$ cat config.mk
export PLATFORM = sky130hd
export DESIGN_NAME = circular_deque
export DESIGN_NICKNAME = d
export VERILOG_FILES = /design/src/rtl/cdq_pkg.sv /design/src/rtl/cdq_ram.sv /design/src/rtl/cdq_datapath.sv /design/src/rtl/cdq_ctrl.sv /design/src/rtl/circular_deque.sv
export SDC_FILE = /design/constraint.sdc
export NUM_CORES = 1
export LEC_CHECK = 0
export ABC_AREA = 1
export BUFFER_PORTS_ARGS = -buffer_cell sky130_fd_sc_hd__buf_2
export CAP_MARGIN = 20
export CORE_ASPECT_RATIO = 0.9
export CORE_MARGIN = 1
export CORE_UTILIZATION = 30
export CTS_BUF_LIST = sky130_fd_sc_hd__clkbuf_4
export CTS_CLUSTER_DIAMETER = 60
export DETAILED_ROUTE_END_ITERATION = 8
export PLACE_DENSITY = 0.42
export SKIP_CTS_REPAIR_TIMING = 1
export SLEW_MARGIN = 5
export SYNTH_ARGS = -nofsm -noshare
export SYNTH_HDL_FRONTEND = slang
export SYNTH_SLANG_ARGS = --single-unit
$ cat constraint.sdc
create_clock -name clk -period 6.63 [get_ports clk]
set_clock_uncertainty 0.15 [all_clocks]
set_input_delay 1.6575 -clock clk [delete_from_list [all_inputs] [get_ports clk]]
set_output_delay 1.6575 -clock clk [all_outputs]
set_load 0.005 [all_outputs]
$ cat src/rtl/cdq_pkg.sv
// Shared codes, widths and control types for the circular deque.
`default_nettype none

package cdq_pkg;

  localparam int DATA_W = 32;
  localparam int CNT_W  = 5;
  localparam int REQ_W  = 2;
  localparam int STAT_W = 2;

  localparam logic [CNT_W-1:0] CAP_RESET = 5'd16;

  localparam logic [REQ_W-1:0] REQ_PUSH_FRONT = 2'd0;
  localparam logic [REQ_W-1:0] REQ_PUSH_REAR  = 2'd1;
  localparam logic [REQ_W-1:0] REQ_POP_FRONT  = 2'd2;
  localparam logic [REQ_W-1:0] REQ_POP_REAR   = 2'd3;

  localparam logic [STAT_W-1:0] ST_DONE  = 2'd0;
  localparam logic [STAT_W-1:0] ST_FULL  = 2'd1;
  localparam logic [STAT_W-1:0] ST_EMPTY = 2'd2;

  // Commands from the controller to the datapath.
  typedef struct packed {
    logic load_req;
    logic reduce_step;
    logic exec;
    logic capture_read;
    logic load_out;
  } cmd_t;

  // Status from the datapath to the controller.
  typedef struct packed {
    logic reduced;
    logic pop_read;
    logic out_free;
  } stat_t;

endpackage

`default_nettype wire

$ cat src/rtl/cdq_ram.sv
// Generic single-write, single-read RAM with registered read data.
`default_nettype none

module cdq_ram #(
  parameter int WIDTH = 32,
  parameter int DEPTH = 16
) (
  input  wire logic                     clk,
  input  wire logic                     we,
  input  wire logic [$clog2(DEPTH)-1:0] waddr,
  input  wire logic [WIDTH-1:0]         wdata,
  input  wire logic                     re,
  input  wire logic [$clog2(DEPTH)-1:0] raddr,
  output logic      [WIDTH-1:0]         rdata
);

  logic [WIDTH-1:0] mem [DEPTH];

  always_ff @(posedge clk) begin
    if (we) begin
      mem[waddr] <= wdata;
    end
    if (re) begin
      rdata <= mem[raddr];
    end
  end

endmodule

`default_nettype wire

$ cat src/rtl/cdq_datapath.sv
// Datapath: pointers, count, ring store, result and output registers.
`default_nettype none

module cdq_datapath #(
  parameter int MAX_DEPTH = 16
) (
  input  wire logic                          clk,
  input  wire logic                          rst,
  input  wire cdq_pkg::cmd_t                 cmd,
  output cdq_pkg::stat_t                     stat,
  input  wire logic                          cfg_valid,
  input  wire logic [cdq_pkg::CNT_W-1:0]     cfg_data,
  input  wire logic [cdq_pkg::REQ_W-1:0]     in_req,
  input  wire logic [cdq_pkg::DATA_W-1:0]    in_value,
  output logic                               out_valid,
  input  wire logic                          out_ready,
  output logic      [cdq_pkg::DATA_W-1:0]    out_pop_value,
  output logic      [cdq_pkg::STAT_W-1:0]    out_status,
  output logic      [cdq_pkg::CNT_W-1:0]     out_count,
  output logic                               out_empty,
  output logic                               out_full
);

  localparam int PW = $clog2(MAX_DEPTH);
  localparam int CW = (PW > cdq_pkg::CNT_W) ? PW : cdq_pkg::CNT_W;
  localparam logic [cdq_pkg::CNT_W-1:0] CAP_LIM =
    (MAX_DEPTH > 31) ? 5'd31 : 5'(MAX_DEPTH);

  logic [cdq_pkg::CNT_W-1:0]  cap_cfg;
  logic [cdq_pkg::CNT_W-1:0]  cap;
  logic [CW-1:0]              cap_w;
  logic [PW-1:0]              front;
  logic [PW-1:0]              rear;
  logic [cdq_pkg::CNT_W-1:0]  count;
  logic [cdq_pkg::REQ_W-1:0]  req;
  logic [cdq_pkg::DATA_W-1:0] value;
  logic [PW-1:0]              wf;
  logic [PW-1:0]              wr;
  logic                       wf_hi;
  logic                       wr_hi;

  logic [cdq_pkg::DATA_W-1:0] res_pop;
  logic [cdq_pkg::STAT_W-1:0] res_status;
  logic [cdq_pkg::CNT_W-1:0]  res_count;
  logic                       res_empty;
  logic                       res_full;

  logic                       is_push;
  logic                       full_now;
  logic                       empty_now;
  logic [PW-1:0]              cap_top;
  logic [PW-1:0]              wf_up;
  logic [PW-1:0]              wf_down;
  logic [PW-1:0]              wr_up;
  logic [PW-1:0]              wr_down;
  logic [PW-1:0]              push_slot;
  logic [PW-1:0]              pop_slot;
  logic [cdq_pkg::CNT_W-1:0]  count_next;
  logic [PW-1:0]              front_next;
  logic [PW-1:0]              rear_next;
  logic [cdq_pkg::STAT_W-1:0] status_next;
  logic                       ram_we;
  logic                       ram_re;
  logic [cdq_pkg::DATA_W-1:0] ram_rdata;

  // Clamp the register: zero acts as one, above the store acts as the store size.
  always_comb begin
    if (cap_cfg == '0) begin
      cap = 5'd1;
    end else if (cap_cfg > CAP_LIM) begin
      cap = CAP_LIM;
    end else begin
      cap = cap_cfg;
    end
  end

  assign cap_w   = CW'(cap);
  assign cap_top = PW'(cap - 5'd1);
  assign wf_hi   = CW'(wf) >= cap_w;
  assign wr_hi   = CW'(wr) >= cap_w;

  assign wf_up   = (CW'(wf) + CW'(1) == cap_w) ? '0 : PW'(wf + PW'(1));
  assign wr_up   = (CW'(wr) + CW'(1) == cap_w) ? '0 : PW'(wr + PW'(1));
  assign wf_down = (wf == '0) ? cap_top : PW'(wf - PW'(1));
  assign wr_down = (wr == '0) ? cap_top : PW'(wr - PW'(1));

  assign is_push   = (req == cdq_pkg::REQ_PUSH_FRONT) || (req == cdq_pkg::REQ_PUSH_REAR);
  assign full_now  = count >= cap;
  assign empty_now = count == '0;

  always_comb begin
    if (empty_now) begin
      push_slot = (req == cdq_pkg::REQ_PUSH_FRONT) ? '0 : cap_top;
    end else if (req == cdq_pkg::REQ_PUSH_FRONT) begin
      push_slot = wf_up;
    end else begin
      push_slot = wr_down;
    end
  end

  assign pop_slot = (req == cdq_pkg::REQ_POP_FRONT) ? wf : wr;

  // Work out the request's effect; unchanged pointers keep their stored value.
  always_comb begin
    count_next  = count;
    front_next  = front;
    rear_next   = rear;
    status_next = cdq_pkg::ST_DONE;
    ram_we      = 1'b0;
    ram_re      = 1'b0;
    if (is_push) begin
      if (full_now) begin
        status_next = cdq_pkg::ST_FULL;
      end else begin
        ram_we     = cmd.exec;
        count_next = count + 5'd1;
        if (empty_now) begin
          front_next = push_slot;
          rear_next  = push_slot;
        end else if (req == cdq_pkg::REQ_PUSH_FRONT) begin
          front_next = push_slot;
        end else begin
          rear_next = push_slot;
        end
      end
    end else begin
      if (empty_now) begin
        status_next = cdq_pkg::ST_EMPTY;
      end else begin
        ram_re     = cmd.exec;
        count_next = count - 5'd1;
        if (count == 5'd1) begin
          front_next = '0;
          rear_next  = '0;
        end else if (req == cdq_pkg::REQ_POP_FRONT) begin
          front_next = wf_down;
        end else begin
          rear_next = wr_up;
        end
      end
    end
  end

  cdq_ram #(
    .WIDTH(cdq_pkg::DATA_W),
    .DEPTH(MAX_DEPTH)
  ) u_ram (
    .clk  (clk),
    .we   (ram_we),
    .waddr(push_slot),
    .wdata(value),
    .re   (ram_re),
    .raddr(pop_slot),
    .rdata(ram_rdata)
  );

  always_ff @(posedge clk) begin
    if (rst) begin
      cap_cfg   <= cdq_pkg::CAP_RESET;
      front     <= '0;
      rear      <= '0;
      count     <= '0;
      out_valid <= 1'b0;
    end else begin
      if (cfg_valid) begin
        cap_cfg <= cfg_data;
      end
      if (cmd.exec) begin
        front <= front_next;
        rear  <= rear_next;
        count <= count_next;
      end
      if (cmd.load_out) begin
        out_valid <= 1'b1;
      end else if (out_ready) begin
        out_valid <= 1'b0;
      end
    end
  end

  always_ff @(posedge clk) begin
    if (cmd.load_req) begin
      req   <= in_req;
      value <= in_value;
      wf    <= front;
      wr    <= rear;
    end else if (cmd.reduce_step) begin
      // Bring both pointers below the capacity, one subtraction a cycle.
      if (wf_hi) begin
        wf <= PW'(CW'(wf) - cap_w);
      end
      if (wr_hi) begin
        wr <= PW'(CW'(wr) - cap_w);
      end
    end
    if (cmd.exec) begin
      res_pop    <= '0;
      res_status <= status_next;
      res_count  <= count_next;
      res_empty  <= count_next == '0;
      res_full   <= count_next >= cap;
    end else if (cmd.capture_read) begin
      res_pop <= ram_rdata;
    end
    if (cmd.load_out) begin
      out_pop_value <= res_pop;
      out_status    <= res_status;
      out_count     <= res_count;
      out_empty     <= res_empty;
      out_full      <= res_full;
    end
  end

  assign stat.reduced  = !wf_hi && !wr_hi;
  assign stat.pop_read = !is_push && !empty_now;
  assign stat.out_free = !out_valid || out_ready;

endmodule

`default_nettype wire

$ cat src/rtl/cdq_ctrl.sv
// Controller state machine that sequences one request at a time.
`default_nettype none

module cdq_ctrl (
  input  wire logic           clk,
  input  wire logic           rst,
  input  wire logic           in_valid,
  output logic                in_ready,
  input  wire cdq_pkg::stat_t stat,
  output cdq_pkg::cmd_t       cmd
);

  localparam logic [2:0] S_IDLE = 3'd0;
  localparam logic [2:0] S_NORM = 3'd1;
  localparam logic [2:0] S_EXEC = 3'd2;
  localparam logic [2:0] S_READ = 3'd3;
  localparam logic [2:0] S_DONE = 3'd4;

  logic [2:0] state;
  logic [2:0] state_next;

  assign in_ready = (state == S_IDLE) && !rst;

  always_comb begin
    cmd        = '0;
    state_next = state;
    case (state)
      S_IDLE: begin
        if (in_valid) begin
          cmd.load_req = 1'b1;
          state_next   = S_NORM;
        end
      end
      S_NORM: begin
        if (stat.reduced) begin
          state_next = S_EXEC;
        end else begin
          cmd.reduce_step = 1'b1;
        end
      end
      S_EXEC: begin
        cmd.exec   = 1'b1;
        state_next = stat.pop_read ? S_READ : S_DONE;
      end
      S_READ: begin
        cmd.capture_read = 1'b1;
        state_next       = S_DONE;
      end
      S_DONE: begin
        // Hold the result until the output register is free.
        if (stat.out_free) begin
          cmd.load_out = 1'b1;
          state_next   = S_IDLE;
        end
      end
      default: begin
        state_next = S_IDLE;
      end
    endcase
  end

  always_ff @(posedge clk) begin
    if (rst) begin
      state <= S_IDLE;
    end else begin
      state <= state_next;
    end
  end

endmodule

`default_nettype wire

$ cat src/rtl/circular_deque.sv
// Top level of the circular deque: controller, datapath and stream ports.
//
//  channel  direction  carries
//  s_axis   in         tuser: req_type[1:0]; tdata: push_value[31:0]
//  m_axis   out        tuser: status[1:0];
//                      tdata: pop_value[31:0], entry_count[36:32],
//                             is_empty[37], is_full[38], zero[39]
//  cfg      in         data: capacity_in_use[4:0], ready out of reset
//
// A push or rejected request passes from its transfer through NORM, EXEC and DONE
// to the output register, a successful pop also through READ (registered RAM read);
// s_axis_tready rises with m_axis_tvalid. After the capacity is lowered below a held
// pointer, NORM subtracts the capacity from each pointer until both are below it.
// A stalled result holds the output register; a following request then waits in DONE.
// Reset is synchronous: deque empty, capacity 16, store contents undefined.
`default_nettype none

module circular_deque #(
  parameter int MAX_DEPTH = 16
) (
  input  wire logic        clk,
  input  wire logic        rst,
  input  wire logic        s_axis_tvalid,
  output logic             s_axis_tready,
  input  wire logic [31:0] s_axis_tdata,   // push_value[31:0]
  input  wire logic [1:0]  s_axis_tuser,   // req_type[1:0]
  output logic             m_axis_tvalid,
  input  wire logic        m_axis_tready,
  output logic      [39:0] m_axis_tdata,   // pop_value, entry_count, is_empty, is_full, 0
  output logic      [1:0]  m_axis_tuser,   // status[1:0]
  input  wire logic        cfg_valid,
  output logic             cfg_ready,
  input  wire logic [4:0]  cfg_data        // capacity_in_use[4:0]
);

  cdq_pkg::cmd_t              cmd;
  cdq_pkg::stat_t             stat;
  logic [cdq_pkg::DATA_W-1:0] pop_value;
  logic [cdq_pkg::CNT_W-1:0]  entry_count;
  logic                       is_empty;
  logic                       is_full;

  assign cfg_ready = !rst;

  cdq_ctrl u_ctrl (
    .clk     (clk),
    .rst     (rst),
    .in_valid(s_axis_tvalid),
    .in_ready(s_axis_tready),
    .stat    (stat),
    .cmd     (cmd)
  );

  cdq_datapath #(
    .MAX_DEPTH(MAX_DEPTH)
  ) u_dp (
    .clk          (clk),
    .rst          (rst),
    .cmd          (cmd),
    .stat         (stat),
    .cfg_valid    (cfg_valid),
    .cfg_data     (cfg_data),
    .in_req       (s_axis_tuser),
    .in_value     (s_axis_tdata),
    .out_valid    (m_axis_tvalid),
    .out_ready    (m_axis_tready),
    .out_pop_value(pop_value),
    .out_status   (m_axis_tuser),
    .out_count    (entry_count),
    .out_empty    (is_empty),
    .out_full     (is_full)
  );

  assign m_axis_tdata = {1'b0, is_full, is_empty, entry_count, pop_value};

endmodule

`default_nettype wire

==> results.tsv, run 1 <==
metric	value	unit
slowest_stage	clkinv_2	
area_growth	15.2	%
start_kind	flip-flop	
path_cells	inv_2 -> nor2_4 -> inv_2 -> nand2_2 -> o21ai_4 -> buf_4 -> clkinv_2 -> buf_4 -> buf_4 -> o21ai_0 -> o221ai_1 -> nand3_1 -> nand2_1	
finalCritPeriodShare	0.686	
dpl.hpwl	40.7	mm
period_minus_slack	4.55	ns
synthXorXnorAreaFrac	0.00451	
cp-end-kind	flip-flop	
drcViolationCount	0	
layout_commonest_cell	edfxtp_1	
clock-root-buffer	clkbuf_4	
cts_buffer_depth	3	
cpPeakStageDelay	0.62	ns
grt.met3_usage	0.0320	
grtUsageMet2	0.260	
ys_ff_latch	690	
rows	104	
grt_antenna_before_repair	5	
dpl_cell_area	28900	um^2
total_power	0.0130	W
synthCells	2059	
detail-route-antenna-nets	0	
cts_tree	yes	
synth_edf_count	636	
synthTopCellsByArea	edfxtp_1, nor2_1, o21ai_0	
final_util	0.350	
insertion_delay	1.05	ns
synth_nets	2131	
start_util	0.304	
final_cell_mix	edfxtp_1, nor2_1, clkbuf_4, o21ai_0, nand2_1	
drt-pass1-iter-count	5	
final_area	31300	um^2
die_x	319	um
clkTransAtPathRegs	0.07	ns
grt.overflow.total	0	
peakVddDrop	372	uV
cts-buffers-inserted	186	
outcome	complete, no violations	
path_common_cell	buf_4	
syn_area	27200	um^2
synth_adder_area_share	0.0134	
synth_top_family_by_area	compound AO/OA/AOI/OAI gates	
async_flop_share	0	
max_cap_viol_count	0	
yosysTopAreaCell	edfxtp_1	
synth_ff_type	edfxtp_1	
tightest_slew	1.01	ns
use_met1	0.232	
slew_violations	0	
worstSetupPathType	flip-flop to flip-flop	
drtIter0Drc	1112	
hold_viol_final	0	
synth_top_area_frac	0.703	
fin_nets	2319	
synth_cell_types	40	
setup_viol	0	
powerDensity	415	nW/um^2
yosys_warnings	0	
tns	0	ns
grt_usage	0.168	
cp.arrival	5.14	ns
busiest_layer	met2	
total_leakage_power	10.7	nW
grt_max_degree	201	
maxSlewHeadroom	0.326	
die_area	91800	um^2
synth-compound-area-share	0.118	
die_h	288	um
yosysSeqAreaShare	0.742	
hold_path.class	flip-flop to flip-flop	
rsz0062_at_grt	no	
wl_per_cell	21.5	um
synth-simple-area-share	0.0869	
crit_buf_inv	6	
path_max_fanout	58	
rrSetupSlack	2.08	ns
fmax	220	MHz
drive_gt1_frac	0.190	
grt_pass1_wl	114	mm
synth.avg_cell_area	13.2	um^2
routed_wl	76.7	mm
htree_num_levels	4	
via_count	17615	
ios	89	
grt_pass1_vias	17697	
via_per_inst	4.94	
coreArea	89500	um^2
clkSinkCount	690	
gp_congestion	0.807	
crit_family	buffers and inverters	
muxShareOfSynthArea	0	
worst_ep_required_time	7.22	ns
port_buffers	87	
## power breakdown
group	switching (W)	total, W	leakage [nW]	internal, W
clock	0.00178	0.00379	1.42	0.00201
combinational	0.00258	0.00360	3.11	0.00103
sequential	0.000323	0.00562	6.19	0.00530
## registers in the layout, indices dropped and copies added, names as in the netlist, 5 cells and up
name / count
u_dp.value: 32
u_dp.u_ram.rdata: 32
u_dp.count: 5
u_dp.u_ram.mem: 512
u_dp.res_count: 5
u_dp.out_count: 5
u_dp.cap_cfg: 5
u_dp.out_pop_value: 32
u_dp.res_pop: 32
## cells by family (layout without fill, tap and decap cells)
logic type / count (synthesis) / after routing
other: 1 / 7
flip-flops: 690 / 690
buffers and inverters: 203 / 535
AO/OA/AOI/OAI: 532 / 532
XOR/XNOR: 14 / 14
adder cells (fa/ha/maj): 28 / 28
AND/OR/NAND/NOR: 591 / 591
## metal layers
layer,vias up,wire length [um]
li1,8148,-
met2,523,34600
met5,-,0
met1,8817,36600
met3,127,3840
met4,0,1650
## worst reg2reg max path, delay by kind of cell, from the launching register on
family	cells	cell delay [ns]
simple gates	4	0.36
compound gates	3	0.51
flops	1	0.52
buf+inv	6	2.69
## final cells by class
cell class | count | area [um^2]
fill | 8869 | 58200
sequential | 690 | 20200
multi-input combinational | 1166 | 6220
clock buffer | 274 | 2060
tap | 1166 | 1460
timing repair buffer | 122 | 756
clock inverter | 58 | 328
inverter | 81 | 310
antenna | 6 | 15.0
## cells in the mapped netlist, types with 2 or more instances
cell type  count
nand3b_1       5
nand2_2        2
o22ai_1       38
dfxtp_1       54
xor2_1        10
buf_2         68
inv_1         72
buf_6          9
nor3_1         4
inv_2          7
nand3_1       63
clkbuf_1      33
xnor2_1        4
nor2_1       376
buf_4          9
o21ai_0      235
o21ai_2        3
ha_1          26
o211ai_1      39
nand2_1      130
o21ai_1       87
nand4_1        7
a21oi_1       30
o221ai_1      91
fa_1           2
clkinv_1       2
clkbuf_2       3
edfxtp_1     636
o21bai_1       3
## final timing paths
kind                                       from                          endpoint  depth (start not counted)
hold reg to reg   u_dp.res_pop[10]$_SDFFE_PP0P_  u_dp.out_pop_value[10]$_DFFE_PP_                          0
setup reg to reg          u_dp.req[1]$_DFFE_PP_     u_dp.u_ram.rdata[6]$_DFFE_PP_                         13
setup / recovery          u_dp.req[1]$_DFFE_PP_     u_dp.u_ram.rdata[6]$_DFFE_PP_                         13
hold / removal    u_dp.res_pop[10]$_SDFFE_PP0P_  u_dp.out_pop_value[10]$_DFFE_PP_                          0
## per-stage QoR
step | setup WS, ns | cells | hold WS (ns)
floorplan | 2.61 | 2059 | 0.250
global placement | 2.19 | 3223 | 0.254
detailed placement | 2.13 | 3223 | 0.255
CTS | 2.07 | 3555 | 0.264
global route | 1.79 | 3563 | 0.284
finish | 2.08 | 3563 | 0.262
Note: power is estimated with default switching activity, not from simulation.
==> inputs of run 2 (changes only) <==
==> constraint.sdc (replaced) <==
create_clock -name clk -period 4.7 [get_ports clk]
set_clock_uncertainty 0.15 [all_clocks]
set_input_delay 1.175 -clock clk [delete_from_list [all_inputs] [get_ports clk]]
set_output_delay 1.175 -clock clk [all_outputs]
set_load 0.005 [all_outputs]
==> run 2 against run 1 <==
  * Register-to-register slack got worse by 1.4 ns
  * Sequential share of layout area fell by 0.53 points
  * Non-clock buffer count rose by 13
  * Clock power rose by 44%
  * Critical path type unchanged
  * Routed wire length rose by 1.2%
  * Sequential power rose by 43%
==> results.tsv, run 2 (synthesis results as in run 1) <==
metric	value	unit	change
cp.depth	12		-1
coreArea	89500	um^2	unchanged
p_sw	0.00726	W	+55%
start_util	0.304		unchanged
dpl.hpwl	46.4	mm	+14%
grt_pass1_vias	17753		+0.32%
die_h	288	um	unchanged
clkSinkCount	690		unchanged
start_kind	flip-flop		
grt_usage	0.170		+0.00175
grt_max_degree	173		-14%
reg2reg_depth	12		-1
grt.met3_usage	0.0437		+0.0117
clkTransAtPathRegs	0.07	ns	about the same
crit_family	simple AND/OR/NAND/NOR gates		
outcome	complete, no violations		
rows	104		unchanged
crit_buf_inv	2		-4
grtUsageMet2	0.256		-0.00359
worst_ep_required_time	5.21	ns	-2.01 ns
cts_tree	yes		
drtIter0Drc	1379		+24%
die_x	319	um	unchanged
maxSlewHeadroom	0.367		+0.0411
htree_num_levels	4		unchanged
hold_viol_final	0		unchanged
port_buffers	87		unchanged
rrSetupSlack	0.66	ns	-1.42 ns
via_per_inst	4.91		-0.62%
pwr-share-seq	0.417		-0.015
setup_viol	0		unchanged
drcViolationCount	0		unchanged
worstSetupPathType	flip-flop to flip-flop		
fin_nets	2331		+0.52%
routed_wl	77.6	mm	+1.2%
cp.arrival	4.54	ns	-0.60 ns
period_minus_slack	4.04	ns	-0.511 ns
final_cell_mix	edfxtp_1, nor2_1, clkbuf_4, o21ai_0, nand2_1		
slew_violations	0		unchanged
grt_antenna_before_repair	3		-2
max_cap_viol_count	0		unchanged
powerDensity	608	nW/um^2	+46%
rsz0062_at_grt	no		
cpPeakStageDelay	0.64	ns	+0.02 ns
path_cells	nor2_1 -> nand2_1 -> a21oi_1 -> ha_1 -> inv_1 -> nand2_1 -> nor2_1 -> nand3_1 -> a21oi_1 -> nand3_1 -> nor2_4 -> buf_12		
grt_pass1_wl	115	mm	+1.0%
p_int	0.0120	W	+43%
cts_buffer_depth	3		unchanged
hold_path.class	input pin to flip-flop		
pwr-share-comb	0.299		+0.022
area_growth	16.2	%	
use_met1	0.233		+0.00146
min_path_cells	1		+1
p_clk_frac	0.284		-0.007
fillCellCount	8745		-1.4%
drive_gt1_frac	0.198		+0.00787
fmax	248	MHz	+13%
wl_per_cell	21.7	um	+0.91%
total_power	0.0192	W	+48%
largest-register	u_dp.u_ram.mem		
slowest_stage	nor2_4		
die_area	91800	um^2	unchanged
switching_share	0.378		+0.0182
via_count	17560		-0.31%
path_max_fanout	20		-66%
ios	89		unchanged
largest_reg_flops	512		unchanged
detail-route-antenna-nets	0		unchanged
busiest_layer	met2		
clock-root-buffer	clkbuf_4		
tightest_slew	0.947	ns	-0.0638 ns
total_leakage_power	10.8	nW	+1.2%
finalCritPeriodShare	0.859		+0.173
grt.overflow.total	0		unchanged
tns	0	ns	unchanged
peakVddDrop	658	uV	+77%
hold-worst-slack	0.138	ns	-0.124 ns
cp-end-kind	flip-flop		
gp_congestion	0.816		+1.0%
drt-pass1-iter-count	5		unchanged
insertion_delay	1.06	ns	about the same
cts-buffers-inserted	185		-0.54%
layout_commonest_cell	edfxtp_1		
## run 2: power groups by stage
stage / registers [W] / clock network [W] / logic [W]
4_1_cts: 0.00802 / 0.00565 / 0.00577
2_1_floorplan: 0.00784 / 0 / 0.00358
3_5_place_dp: 0.00815 / 0 / 0.00575
3_3_place_gp: 0.00815 / 0 / 0.00575
5_1_grt: 0.00806 / 0.00599 / 0.00633
6_report: 0.00801 / 0.00546 / 0.00575
## run 2: final cells by class
| class | count | area [um^2] | share of cell area |
|---|---|---|---|
| Sequential cell | 690 | 20200 | 0.639 |
| Multi-Input combinational cell | 1166 | 6220 | 0.197 |
| Clock buffer | 282 | 2120 | 0.0670 |
| Tap cell | 1166 | 1460 | 0.0462 |
| Timing Repair Buffer | 135 | 971 | 0.0307 |
| Inverter | 81 | 313 | 0.00990 |
| Clock inverter | 48 | 312 | 0.00986 |
| Antenna cell | 6 | 15.0 | 0.000475 |
## run 2: path summary, 6_finish.rpt
check / start / endpoint
max: u_dp.cap_cfg[1]$_SDFFE_PP0P_ / u_dp.u_ram.mem[11][5]$_DFFE_PP_
min: s_axis_tdata[27] / u_dp.value[27]$_DFFE_PP_
max reg2reg: u_dp.cap_cfg[1]$_SDFFE_PP0P_ / u_dp.u_ram.mem[11][5]$_DFFE_PP_
min reg2reg: u_dp.res_status[1]$_SDFFCE_PN0P_ / u_dp.out_status[1]$_DFFE_PP_
## run 2: stage by stage
step	cell area [um^2]	instances	util	setup WS, ns
floorplan	27200	2059	-	0.853
global placement	29100	3237	0.325	0.793
detailed placement	29100	3238	0.325	0.702
CTS	31600	3568	0.353	0.592
global route	31600	3573	0.353	0.298
finish	31600	3574	0.353	0.663
## run 2: layer usage
layer | vias up | routed length (um) | share of wire
li1 | 8199 | - | -
met5 | - | 0 | 0
met1 | 8715 | 36700 | 0.47
met2 | 525 | 34600 | 0.45
met3 | 121 | 4750 | 0.061
met4 | 0 | 1620 | 0.021
